`src/rtl/dfe_pkg.sv`:
```
package dfe_pkg;

    localparam int CHANNELS  = 4;
    localparam int CH_IDX_W  = (CHANNELS > 1) ? $clog2(CHANNELS) : 1;

    localparam int CH_W      = 3;
    localparam int POWER_W   = 16;
    localparam int CMD_W     = 8;
    localparam int TICK_W    = 8;
    localparam int MINP_W    = 14;
    localparam int CODE_W    = 11;
    localparam int FRAME_W   = 16;
    localparam int BIT_IDX_W = 4;
    localparam int Q_FRAC    = 15;
    localparam int CFG_IDX_W = 3;
    localparam int CFG_DATA_W = 14;

    // Throttle mapping constants
    localparam logic signed [POWER_W-1:0] MAX_Q     = 16'sd32440;
    localparam logic signed [POWER_W-1:0] NEG_MAX_Q = -16'sd32440;
    localparam logic [CMD_W-1:0]  CMD_MAX      = 8'd47;
    localparam logic [11:0]       THR_POS_BASE = 12'd48;
    localparam logic [11:0]       THR_NEG_BASE = 12'd1048;
    localparam logic [11:0]       THR_CODE_MAX = 12'd2048;
    localparam logic [9:0]        THR_SCALE    = 10'd1000;
    localparam logic [10:0]       FLOOR_SCALE  = 11'd2000;
    localparam logic [6:0]        REPORT_NUM   = 7'd100;
    localparam logic [6:0]        REPORT_DEN   = 7'd101;

    // Item kinds
    localparam logic KIND_POWER = 1'b0;
    localparam logic KIND_CMD   = 1'b1;

    // Register indexes
    localparam logic [CFG_IDX_W-1:0] REG_ZERO_HIGH = 3'd0;
    localparam logic [CFG_IDX_W-1:0] REG_ZERO_LOW  = 3'd1;
    localparam logic [CFG_IDX_W-1:0] REG_ONE_HIGH  = 3'd2;
    localparam logic [CFG_IDX_W-1:0] REG_ONE_LOW   = 3'd3;
    localparam logic [CFG_IDX_W-1:0] REG_MIN_POWER = 3'd4;

    typedef struct packed {
        logic [TICK_W-1:0] zero_high;
        logic [TICK_W-1:0] zero_low;
        logic [TICK_W-1:0] one_high;
        logic [TICK_W-1:0] one_low;
        logic [MINP_W-1:0] min_power;
    } t_cfg;

    typedef struct packed {
        logic [CH_W-1:0]           channel;
        logic [FRAME_W-1:0]        frame;
        logic signed [POWER_W-1:0] reported;
    } t_frame_item;

endpackage

```
`src/rtl/dfe_if.sv`:
```
interface dfe_in_if
    import dfe_pkg::*;
();
    logic                      valid;
    logic                      ready;
    logic                      kind;
    logic [CH_W-1:0]           channel;
    logic signed [POWER_W-1:0] power;
    logic [CMD_W-1:0]          command_code;

    modport source (output valid, kind, channel, power, command_code, input ready);
    modport sink   (input valid, kind, channel, power, command_code, output ready);
endinterface

interface dfe_out_if
    import dfe_pkg::*;
();
    logic                      valid;
    logic                      ready;
    logic [CH_W-1:0]           out_channel;
    logic [FRAME_W-1:0]        frame;
    logic                      bit_value;
    logic [TICK_W-1:0]         high_ticks;
    logic [TICK_W-1:0]         low_ticks;
    logic                      last;
    logic signed [POWER_W-1:0] reported_power;

    modport source (output valid, out_channel, frame, bit_value, high_ticks, low_ticks,
                    last, reported_power, input ready);
    modport sink   (input valid, out_channel, frame, bit_value, high_ticks, low_ticks,
                    last, reported_power, output ready);
endinterface

interface dfe_cfg_if
    import dfe_pkg::*;
();
    logic                  valid;
    logic                  ready;
    logic [CFG_IDX_W-1:0]  index;
    logic [CFG_DATA_W-1:0] data;

    modport source (output valid, index, data, input ready);
    modport sink   (input valid, index, data, output ready);
endinterface

```
`src/rtl/dfe_power_unit.sv`:
```
module dfe_power_unit
    import dfe_pkg::*;
(
    input  logic        i_clk,
    input  logic        i_rst_n,
    input  t_cfg        i_cfg,
    dfe_in_if.sink      i_in,
    output logic        o_valid,
    output t_frame_item o_item,
    input  logic        i_ready
);

    logic en;
    logic keep;
    logic [CH_IDX_W-1:0] rd_idx;

    // per-channel stored power
    logic signed [POWER_W-1:0] r_mem [CHANNELS];
    logic [CHANNELS-1:0]       r_mem_valid;
    logic signed [POWER_W-1:0] r_rd_data;

    logic                      r_s1_valid;
    logic                      r_s1_kind;
    logic [CH_W-1:0]           r_s1_ch;
    logic signed [POWER_W-1:0] r_s1_power;
    logic [CMD_W-1:0]          r_s1_cmd;

    logic                      r_s2_valid;
    logic                      r_s2_kind;
    logic [CH_W-1:0]           r_s2_ch;
    logic signed [POWER_W-1:0] r_s2_stored;
    logic [CMD_W-1:0]          r_s2_cmd;

    logic signed [POWER_W-1:0] p_clamp;
    logic signed [POWER_W-1:0] p_neg;
    logic [Q_FRAC-1:0]         p_mag;
    logic signed [POWER_W-1:0] min_s;
    logic signed [POWER_W-1:0] n_power;
    logic signed [POWER_W-1:0] n_stored;
    logic                      wr_en;
    logic [CH_IDX_W-1:0]       wr_idx;

    logic [POWER_W-1:0]        s_mag;
    logic [24:0]               thr_prod;
    logic [24:0]               floor_prod;
    logic [11:0]               code_raw;
    logic [11:0]               floor_code;
    logic [11:0]               code_lim;
    logic [CODE_W-1:0]         code;
    logic                      tel;
    logic [FRAME_W-1:0]        word;
    logic [3:0]                csum;
    logic [22:0]               rep_lhs;
    logic [22:0]               rep_rhs;

    assign en         = !r_s2_valid || i_ready;
    assign i_in.ready = en;
    assign keep       = ({1'b0, i_in.channel} < 4'(CHANNELS))
                        && !(i_in.kind == KIND_CMD && i_in.command_code > CMD_MAX);
    assign rd_idx     = i_in.channel[CH_IDX_W-1:0];

    // stage 1: clamp and minimum raise, write back
    always_comb begin
        if (r_s1_power >= MAX_Q) begin
            p_clamp = MAX_Q;
        end else if (r_s1_power <= NEG_MAX_Q) begin
            p_clamp = NEG_MAX_Q;
        end else begin
            p_clamp = r_s1_power;
        end
        p_neg = -p_clamp;
        p_mag = (p_clamp < 0) ? p_neg[Q_FRAC-1:0] : p_clamp[Q_FRAC-1:0];
        min_s = signed'({2'b00, i_cfg.min_power});
        if ({1'b0, p_mag} < {2'b00, i_cfg.min_power}) begin
            n_power = (r_rd_data < 0) ? -min_s : min_s;
        end else begin
            n_power = p_clamp;
        end
        n_stored = (r_s1_kind == KIND_POWER) ? n_power : r_rd_data;
    end

    assign wr_en  = en && r_s1_valid && (r_s1_kind == KIND_POWER);
    assign wr_idx = r_s1_ch[CH_IDX_W-1:0];

    always_ff @(posedge i_clk) begin
        if (wr_en) begin
            r_mem[wr_idx] <= n_power;
        end
        // registered read, write in flight forwarded, unwritten entry reads zero
        if (en) begin
            if (wr_en && wr_idx == rd_idx) begin
                r_rd_data <= n_power;
            end else if (r_mem_valid[rd_idx]) begin
                r_rd_data <= r_mem[rd_idx];
            end else begin
                r_rd_data <= '0;
            end
        end
    end

    always_ff @(posedge i_clk) begin
        if (!i_rst_n) begin
            r_mem_valid <= '0;
            r_s1_valid  <= 1'b0;
            r_s2_valid  <= 1'b0;
        end else begin
            if (wr_en) begin
                r_mem_valid[wr_idx] <= 1'b1;
            end
            if (en) begin
                r_s1_valid <= i_in.valid && keep;
                r_s2_valid <= r_s1_valid;
            end
        end
    end

    always_ff @(posedge i_clk) begin
        if (en) begin
            r_s1_kind   <= i_in.kind;
            r_s1_ch     <= i_in.channel;
            r_s1_power  <= i_in.power;
            r_s1_cmd    <= i_in.command_code;
            r_s2_kind   <= r_s1_kind;
            r_s2_ch     <= r_s1_ch;
            r_s2_stored <= n_stored;
            r_s2_cmd    <= r_s1_cmd;
        end
    end

    // stage 2: throttle code, frame and reported power
    always_comb begin
        s_mag      = (r_s2_stored < 0) ? POWER_W'(-r_s2_stored) : POWER_W'(r_s2_stored);
        thr_prod   = 25'(s_mag[Q_FRAC-1:0]) * 25'(THR_SCALE);
        floor_prod = 25'(i_cfg.min_power) * 25'(FLOOR_SCALE);
        floor_code = THR_POS_BASE + 12'(floor_prod[24:Q_FRAC]);
        if (r_s2_stored > 0) begin
            code_raw = THR_POS_BASE + 12'(thr_prod[24:Q_FRAC]);
        end else begin
            code_raw = THR_NEG_BASE + 12'(thr_prod[24:Q_FRAC]);
        end
        if (code_raw < floor_code) begin
            code_lim = floor_code;
        end else if (code_raw > THR_CODE_MAX) begin
            code_lim = THR_CODE_MAX;
        end else begin
            code_lim = code_raw;
        end
        if (r_s2_kind == KIND_CMD) begin
            code = CODE_W'(r_s2_cmd);
            tel  = (r_s2_cmd != '0);
        end else begin
            code = code_lim[CODE_W-1:0];
            tel  = 1'b0;
        end
        word    = {code, tel, 4'b0000};
        csum    = word[7:4] ^ word[11:8] ^ word[15:12];
        rep_lhs = 23'(s_mag) * 23'(REPORT_NUM);
        rep_rhs = 23'(i_cfg.min_power) * 23'(REPORT_DEN);
    end

    assign o_valid          = r_s2_valid;
    assign o_item.channel   = r_s2_ch;
    assign o_item.frame     = {word[15:4], csum};
    assign o_item.reported  = (rep_lhs <= rep_rhs) ? '0 : r_s2_stored;

endmodule

```
`src/rtl/dfe_serializer.sv`:
```
module dfe_serializer
    import dfe_pkg::*;
(
    input  logic        i_clk,
    input  logic        i_rst_n,
    input  t_cfg        i_cfg,
    input  logic        i_valid,
    input  t_frame_item i_item,
    output logic        o_ready,
    dfe_out_if.source   o_out
);

    logic                 r_busy;
    logic [BIT_IDX_W-1:0] r_idx;
    t_frame_item          r_item;
    logic                 last;
    logic                 load;
    logic [BIT_IDX_W-1:0] bit_sel;
    logic                 bit_val;

    assign last    = (r_idx == BIT_IDX_W'(FRAME_W - 1));
    // next frame loads right behind the last symbol of the current one
    assign load    = !r_busy || (o_out.ready && last);
    assign o_ready = load;
    assign bit_sel = BIT_IDX_W'(FRAME_W - 1) - r_idx;
    assign bit_val = r_item.frame[bit_sel];

    always_ff @(posedge i_clk) begin
        if (!i_rst_n) begin
            r_busy <= 1'b0;
            r_idx  <= '0;
        end else if (load) begin
            r_busy <= i_valid;
            r_idx  <= '0;
        end else if (o_out.ready) begin
            r_idx <= r_idx + 1'b1;
        end
    end

    always_ff @(posedge i_clk) begin
        if (load && i_valid) begin
            r_item <= i_item;
        end
    end

    assign o_out.valid          = r_busy;
    assign o_out.out_channel    = r_item.channel;
    assign o_out.frame          = r_item.frame;
    assign o_out.bit_value      = bit_val;
    assign o_out.high_ticks     = bit_val ? i_cfg.one_high : i_cfg.zero_high;
    assign o_out.low_ticks      = bit_val ? i_cfg.one_low : i_cfg.zero_low;
    assign o_out.last           = last;
    assign o_out.reported_power = r_item.reported;

endmodule

```
`src/rtl/dshot_frame_encoder.sv`:
```
// DShot frame encoder. Each accepted item is a power request or a special command for one
// motor channel and yields 16 bit symbols, MSB first, each with its high and low tick counts;
// items for a channel at or above CHANNELS, and commands above 47, are dropped silently.
// The per-channel power sits in a small synchronous RAM that is read on accept and written
// back from stage 1, with the write forwarded to a read of the same channel. An item passes
// the stage 1 and stage 2 registers before the serializer loads it. The serializer sends
// one symbol per cycle while the output is ready and loads the next frame right behind the
// last symbol; input stalls only while stage 2 waits. Configuration writes are always ready.
module dshot_frame_encoder
    import dfe_pkg::*;
(
    input  logic      i_clk,
    input  logic      i_rst_n,
    dfe_in_if.sink    i_in,
    dfe_out_if.source o_out,
    dfe_cfg_if.sink   i_cfg
);

    t_cfg        r_cfg;
    logic        pu_valid;
    t_frame_item pu_item;
    logic        ser_ready;

    assign i_cfg.ready = 1'b1;

    always_ff @(posedge i_clk) begin
        if (!i_rst_n) begin
            r_cfg.zero_high <= 8'd40;
            r_cfg.zero_low  <= 8'd66;
            r_cfg.one_high  <= 8'd80;
            r_cfg.one_low   <= 8'd26;
            r_cfg.min_power <= 14'd655;
        end else if (i_cfg.valid) begin
            case (i_cfg.index)
                REG_ZERO_HIGH: r_cfg.zero_high <= i_cfg.data[TICK_W-1:0];
                REG_ZERO_LOW:  r_cfg.zero_low  <= i_cfg.data[TICK_W-1:0];
                REG_ONE_HIGH:  r_cfg.one_high  <= i_cfg.data[TICK_W-1:0];
                REG_ONE_LOW:   r_cfg.one_low   <= i_cfg.data[TICK_W-1:0];
                REG_MIN_POWER: r_cfg.min_power <= i_cfg.data[MINP_W-1:0];
                default: ;
            endcase
        end
    end

    dfe_power_unit u_power (
        .i_clk   (i_clk),
        .i_rst_n (i_rst_n),
        .i_cfg   (r_cfg),
        .i_in    (i_in),
        .o_valid (pu_valid),
        .o_item  (pu_item),
        .i_ready (ser_ready)
    );

    dfe_serializer u_ser (
        .i_clk   (i_clk),
        .i_rst_n (i_rst_n),
        .i_cfg   (r_cfg),
        .i_valid (pu_valid),
        .i_item  (pu_item),
        .o_ready (ser_ready),
        .o_out   (o_out)
    );

    // frame checksum always matches its upper nibbles
    a_csum: assert property (@(posedge i_clk) disable iff (!i_rst_n)
        o_out.valid |-> o_out.frame[3:0] ==
            (o_out.frame[15:12] ^ o_out.frame[11:8] ^ o_out.frame[7:4]))
        else $error("frame checksum mismatch");

    // symbols of one frame follow without a gap and keep the frame
    a_burst: assert property (@(posedge i_clk) disable iff (!i_rst_n)
        o_out.valid && o_out.ready && !o_out.last |=>
            o_out.valid && $stable(o_out.frame) && $stable(o_out.out_channel))
        else $error("frame burst broken");

    // high tick count follows the bit value
    a_ticks: assert property (@(posedge i_clk) disable iff (!i_rst_n)
        o_out.valid |-> o_out.high_ticks ==
            (o_out.bit_value ? r_cfg.one_high : r_cfg.zero_high))
        else $error("high ticks do not match bit value");

endmodule

```
`src/flat_wrapper.sv`:
```
// flat-port wrapper written by rule: the top's interface ports become plain ports
module dshot_frame_encoder_flat import dfe_pkg::*;
  (i_clk, i_rst_n, i_in_valid, i_in_kind, i_in_channel, i_in_power, i_in_command_code, i_in_ready, o_out_valid, o_out_out_channel, o_out_frame, o_out_bit_value, o_out_high_ticks, o_out_low_ticks, o_out_last, o_out_reported_power, o_out_ready, i_cfg_valid, i_cfg_index, i_cfg_data, i_cfg_ready);
  dfe_in_if i_in_i ();
  dfe_out_if o_out_i ();
  dfe_cfg_if i_cfg_i ();
  input  logic i_clk;
  input  logic i_rst_n;
  input wire logic [$bits(i_in_i.valid)-1:0] i_in_valid;
  input wire logic [$bits(i_in_i.kind)-1:0] i_in_kind;
  input wire logic [$bits(i_in_i.channel)-1:0] i_in_channel;
  input wire logic [$bits(i_in_i.power)-1:0] i_in_power;
  input wire logic [$bits(i_in_i.command_code)-1:0] i_in_command_code;
  output wire logic [$bits(i_in_i.ready)-1:0] i_in_ready;
  output wire logic [$bits(o_out_i.valid)-1:0] o_out_valid;
  output wire logic [$bits(o_out_i.out_channel)-1:0] o_out_out_channel;
  output wire logic [$bits(o_out_i.frame)-1:0] o_out_frame;
  output wire logic [$bits(o_out_i.bit_value)-1:0] o_out_bit_value;
  output wire logic [$bits(o_out_i.high_ticks)-1:0] o_out_high_ticks;
  output wire logic [$bits(o_out_i.low_ticks)-1:0] o_out_low_ticks;
  output wire logic [$bits(o_out_i.last)-1:0] o_out_last;
  output wire logic [$bits(o_out_i.reported_power)-1:0] o_out_reported_power;
  input wire logic [$bits(o_out_i.ready)-1:0] o_out_ready;
  input wire logic [$bits(i_cfg_i.valid)-1:0] i_cfg_valid;
  input wire logic [$bits(i_cfg_i.index)-1:0] i_cfg_index;
  input wire logic [$bits(i_cfg_i.data)-1:0] i_cfg_data;
  output wire logic [$bits(i_cfg_i.ready)-1:0] i_cfg_ready;
  assign i_in_i.valid = i_in_valid;
  assign i_in_i.kind = i_in_kind;
  assign i_in_i.channel = i_in_channel;
  assign i_in_i.power = i_in_power;
  assign i_in_i.command_code = i_in_command_code;
  assign i_in_ready = i_in_i.ready;
  assign o_out_valid = o_out_i.valid;
  assign o_out_out_channel = o_out_i.out_channel;
  assign o_out_frame = o_out_i.frame;
  assign o_out_bit_value = o_out_i.bit_value;
  assign o_out_high_ticks = o_out_i.high_ticks;
  assign o_out_low_ticks = o_out_i.low_ticks;
  assign o_out_last = o_out_i.last;
  assign o_out_reported_power = o_out_i.reported_power;
  assign o_out_i.ready = o_out_ready;
  assign i_cfg_i.valid = i_cfg_valid;
  assign i_cfg_i.index = i_cfg_index;
  assign i_cfg_i.data = i_cfg_data;
  assign i_cfg_ready = i_cfg_i.ready;
  dshot_frame_encoder u_core (.i_clk(i_clk), .i_rst_n(i_rst_n), .i_in(i_in_i), .o_out(o_out_i), .i_cfg(i_cfg_i));
endmodule
```
`config.mk`:
```
export PLATFORM = sky130hd
export DESIGN_NAME = dshot_frame_encoder_flat
export DESIGN_NICKNAME = d
export VERILOG_FILES = /design/src/rtl/dfe_pkg.sv /design/src/rtl/dfe_if.sv /design/src/rtl/dfe_power_unit.sv /design/src/rtl/dfe_serializer.sv /design/src/rtl/dshot_frame_encoder.sv /design/src/flat_wrapper.sv
export SDC_FILE = /design/constraint.sdc
export NUM_CORES = 1
export LEC_CHECK = 0
export ABC_CLOCK_PERIOD_IN_PS = 10600
export BUFFER_PORTS_ARGS = -buffer_cell sky130_fd_sc_hd__buf_2
export CAP_MARGIN = 25
export CORE_ASPECT_RATIO = 1.2
export CORE_UTILIZATION = 63
export CTS_BUF_LIST = sky130_fd_sc_hd__clkbuf_8
export DETAILED_ROUTE_END_ITERATION = 7
export PLACE_DENSITY = 0.82
export SLEW_MARGIN = 10
export SYNTH_ARGS = -nofsm -noshare
export SYNTH_HDL_FRONTEND = slang
export SYNTH_SLANG_ARGS = --single-unit
```
`constraint.sdc`:
```
create_clock -name i_clk -period 10.6 [get_ports i_clk]
set_input_delay 1.06 -clock i_clk [delete_from_list [all_inputs] [get_ports i_clk]]
set_output_delay 1.06 -clock i_clk [all_outputs]
set_load 0.05 [all_outputs]
```
==> out/results.ini, run 1 <==
[route]
post_drt_wl_per_cell_microns=18.0
drt_pass1_iterations=5
vias=13779
detail-route-antenna-nets=0
drc=0
wirelength_microns=42300
vias_per_cell=5.87
first_iter_violations=864

[sta]
fin_skew_ps=44.8
max_freq_mhz=103
min_period_ps=9740
drv_slew=0
tightest_slew_ps=1040
rsz0062_at_grt=false
hold_viol_final=0
timing.slew.headroom=0.309
setup_viol=0
min_period_over_period=0.919
tns_ps=0

[synthesis]
netlist_top_cells_count=inv_1, ha_1, nand2_1
async_flop_share=0
postSynthAreaPerCell_sq_um=10.4
synth_flop_cell=edfxtp_1
synth.yosys.seq_area_share=0.331
yosysWarnings=0
synth.distinct_cells=79
synthCells=1829
synthTopCellsByArea=edfxtp_1, ha_1, fa_1
synth_area_sq_um=19000
syn-num-nets=2232
synth_area_leader_cell=edfxtp_1
synth_edf_count=171
synth_seq_cells=228
yosysMostFrequentCell=inv_1
synth_top_area_share=0.271

[run_status]
outcome=complete, no violations

[global_route]
grt_pass1_vias=13931
grt_pass1_wl_microns=68600
antenna_found_initial=0
grt_overflow=0
grt_max_degree=55
grt_usage=0.280

[critical_path]
start_kind=flip-flop
slowest_delay_ps=560
end_kind=flip-flop
worst-path-buf-inv=4
required_ps=10910
crit_slowest_cell=fa_1
crit_fanout=12
path_class=flip-flop to flip-flop
path_delay_family=adder cells
arrival_ps=10050

[layout]
final_nets=2336
fill_cells=2161
area_growth_syn_to_layout_pct=8.61
drive_gt1_frac=0.120
diodes=0

[clock_network]
cts-root-buf=clkbuf_8
clk_latency_ps=560
postCtsSetupRepairBufs=0
cts.sinks=228
cts_buffers=35
cts.repair.resized=0
h-tree-depth=2
clkTransAtPathRegs_ps=90
holdBufCountCts=0
cts_tree=yes
ctsLongestPathBuffers=3

[floorplan]
initial_core_util=0.641
core_area_sq_um=29600
ioPinCount=106
rows=69
fp.dieH_microns=192
die_area_sq_um=30800
fp.dieW_microns=160

[job]
maxCapViolCount=0

[placed_design]
place_hpwl_microns=33100
io_buffers=104
place_congestion=0.964

[hold_path]
hold_path.class=flip-flop to flip-flop

sequential cells by signal, indices dropped and copies added (netlist names), 16 cells and up:
signal / flops
u_core.u_power.r_mem: 64
u_core.r_cfg: 46
u_core.u_power.r_rd_data: 16
u_core.u_power.r_s1_power: 16
u_core.u_power.r_s2_stored: 16
u_core.u_ser.o_out.frame: 16
u_core.u_ser.o_out.reported_power: 16
metrics by stage:
| step | hold slack (ps) | worst slack [ps] | std cells | util | instance area, sq um |
|---|---|---|---|---|---|
| 4_1_cts | 420 | 929 | 2347 | 0.694 | 20600 |
| 6_report | 421 | 858 | 2349 | 0.696 | 20600 |
| 3_5_place_dp | 408 | 929 | 2284 | 0.671 | 19900 |
| 2_1_floorplan | 400 | 1670 | 1829 | - | 19000 |
| 5_1_grt | 421 | 214 | 2349 | 0.696 | 20600 |
| 3_3_place_gp | 401 | 1260 | 2284 | 0.671 | 19900 |
layout make-up:
cell class                      instances  area [sq um]  share of cell area
Tap cell                              390           488              0.0237
Timing Repair Buffer                  112           604              0.0293
Clock buffer                           43           592              0.0287
Sequential cell                       228          6280               0.305
Inverter                              269          1010              0.0490
Multi-Input combinational cell       1287         11500               0.560
Clock inverter                         20          98.8             0.00480
logic make-up after synthesis:
family | synth area share
AND/OR/NAND/NOR | 0.109
multiplexers | 0.0468
XOR/XNOR | 0.0528
adder cells (fa/ha/maj) | 0.279
flip-flops | 0.331
buffers and inverters | 0.0629
other | 0.000198
AO/OA/AOI/OAI | 0.119
final timing paths:
| path | startpoint | end | slack, ps | cells after the start |
|---|---|---|---|---|
| worst max-delay path | u_core.u_power.r_s2_stored[2] | u_core.u_ser.o_out.frame[2] | 860 | 32 |
| worst min register to register | u_core.u_power.r_s2_ch[1] | u_core.u_ser.o_out.out_channel[1] | 420 | 0 |
| worst min-delay path | u_core.u_power.r_s2_ch[1] | u_core.u_ser.o_out.out_channel[1] | 420 | 0 |
| worst max register to register | u_core.u_power.r_s2_stored[2] | u_core.u_ser.o_out.frame[2] | 860 | 32 |
cells in the final DEF, fill, tap and decap left out, drive strengths merged, types with 9 or more instances in the layout:
master and instances:
a21boi 50, xor2 38, a21oi 70, nand2 181
dfxtp 57, inv 280, mux4 22, nor2 64
nand4 17, o21a 17, nand2b 15, o21ai 92
nor2b 13, o211ai 15, nor3 11, ha 237
mux2i 11, nand3 46, clkbuf 43, buf 112
and2 9, and3 18, xnor2 70, edfxtp 171
fa 116, mux2 25, or3 9, a21o 21
metal layers:
| layer | vias to the layer above | wire [microns] | GRT usage |
|---|---|---|---|
| met5 | - | 0 | 0 |
| met4 | 0 | 1410 | 0.112 |
| met3 | 95 | 1660 | 0.0311 |
| met2 | 415 | 21900 | 0.506 |
| met1 | 6701 | 17400 | 0.343 |
| li1 | 6568 | - | - |
Power of run 1 is not shown: default switching activity piles up to over one toggle a cycle in this logic, so the estimate is an artifact.
==> run 2, diff against run 1 <==
RECOVER_POWER = 25   (was not set)
==> run 2 against run 1 <==
Against the previous run: the flow now finishes with violations (capacitance limit, slew limit); flip-flop and latch count unchanged; non-clock buffer count unchanged; register-to-register slack improved by 30 ps; cell count unchanged; utilization decreased by 0.14 points; clock skew about the same; global-route usage unchanged; worst hold slack about the same; final area decreased by 0.20%; largest cell class unchanged; highest routed layer unchanged.
==> out/results.ini, run 2 (same netlist as run 1, synthesis figures left out) <==
[global_route]
grt_util_met3=0.0311  ; unchanged
grt_overflow=0  ; unchanged
antenna_found_initial=0  ; unchanged
busiest_layer=met2
grt_max_degree=55  ; unchanged
grt_usage=0.280  ; unchanged
grt_pass1_vias=13931  ; unchanged
use_met2=0.506  ; unchanged
grt_pass1_wl_microns=68600  ; unchanged
grtUsageMet1=0.343  ; unchanged

[layout]
layout_commonest_cell=inv_1
largest_reg_flops=64  ; unchanged
post-route-util=0.694  ; -0.00139
regMostFlops=u_core.u_power.r_mem
drive_gt1_frac=0.105  ; -0.0158
diodes=0  ; unchanged
layout_common_cells=inv_1, ha_1, nand2_1
top_regs=u_core.u_power.r_mem (64), u_core.r_cfg (46)
area_growth_syn_to_layout_pct=8.40
final_nets=2336  ; unchanged

[floorplan]
die_area_sq_um=30800  ; unchanged
fp.dieH_microns=192  ; unchanged
rows=69  ; unchanged
ioPinCount=106  ; unchanged
initial_core_util=0.641  ; unchanged
core_area_sq_um=29600  ; unchanged
fp.dieW_microns=160  ; unchanged

[sta]
min_period_over_period=0.917  ; -0.00248
timing.slew.headroom=-0.0327  ; -0.341
tns_ps=0  ; unchanged
drv_slew=20  ; +20
tightest_slew_ps=1550  ; +513 ps
fin_skew_ps=44.4  ; -0.443 ps
max_freq_mhz=103  ; +0.27%
setup_viol=0  ; unchanged
hold_viol_final=0  ; unchanged
rsz0062_at_grt=false
min_period_ps=9720  ; -26.3 ps

[clock_network]
cts.repair.resized=0  ; unchanged
ctsLongestPathBuffers=3  ; unchanged
h-tree-depth=2  ; unchanged
cts_buffers=35  ; unchanged
cts_tree=yes
clkTransAtPathRegs_ps=90  ; about the same
clk_latency_ps=560  ; about the same
cts-root-buf=clkbuf_8
postCtsSetupRepairBufs=0  ; unchanged
holdBufCountCts=0  ; unchanged
cts.sinks=228  ; unchanged

[hold_path]
hold_path.class=flip-flop to flip-flop

[route]
drc=0  ; unchanged
vias_per_cell=5.85  ; -0.20%
wirelength_microns=42400  ; +0.11%
post_drt_wl_per_cell_microns=18.0  ; +0.11%
vias=13751  ; -0.20%
drt_pass1_iterations=5  ; unchanged
detail-route-antenna-nets=0  ; unchanged
first_iter_violations=810  ; -6.3%

[critical_path]
arrival_ps=10020  ; -30 ps
end_kind=flip-flop
crit_slowest_cell=fa_1
start_kind=flip-flop
slowest_delay_ps=560  ; about the same
required_ps=10910  ; about the same
path_class=flip-flop to flip-flop
crit_fanout=12  ; unchanged

[job]
maxCapViolCount=1  ; +1

[run_status]
violations=capacitance limit, slew limit
outcome=finished with violations

[placed_design]
place_congestion=0.964  ; unchanged
io_buffers=104  ; unchanged
place_hpwl_microns=33100  ; unchanged

run 2: worst max-delay path: cells and delay by family (launching register included):
family                     cells  cell delay, ps
buffers and inverters          4             430
xor gates and xnor gates       4            1250
and+or+nand+nor                9            2470
AOI/OAI and AO/OA              8            2120
adders and majority gates      7            2730
DFF                            1             470
run 2: cell type report:
cell class	instances	area, sq um
tap	390	488
fill	2181	9050
clock inverter	20	98.8
sequential	228	6280
clock buffer	43	592
timing repair buffer	112	563
multi-input combinational	1287	11500
inverter	269	1010
run 2: worst paths after layout:
| check | slack (ps) | end | cells past startpoint | from |
|---|---|---|---|---|
| hold / removal | 420 | u_core.u_ser.o_out.out_channel[1] | 0 | u_core.u_power.r_s2_ch[1] |
| setup reg to reg | 880 | u_core.u_ser.o_out.frame[2] | 32 | u_core.u_power.r_s2_stored[2] |
| setup / recovery | 880 | u_core.u_ser.o_out.frame[2] | 32 | u_core.u_power.r_s2_stored[2] |
| hold reg to reg | 420 | u_core.u_ser.o_out.out_channel[1] | 0 | u_core.u_power.r_s2_ch[1] |
run 2: stage by stage:
step	hold slack (ps)	worst slack (ps)	cell area (sq um)	instances
global placement	401	1260	19900	2284
global route	421	214	20600	2349
detailed placement	408	929	19900	2284
CTS	420	929	20600	2347
floorplan	400	1670	19000	1829
finish	422	884	20600	2349
run 2: layer usage:
| layer | routed length, microns | vias to the layer above |
|---|---|---|
| met5 | 0 | - |
| met4 | 1430 | 0 |
| met3 | 1770 | 96 |
| met2 | 21900 | 405 |
| met1 | 17300 | 6682 |
| li1 | - | 6568 |
Power of run 2 is left out for the same reason.
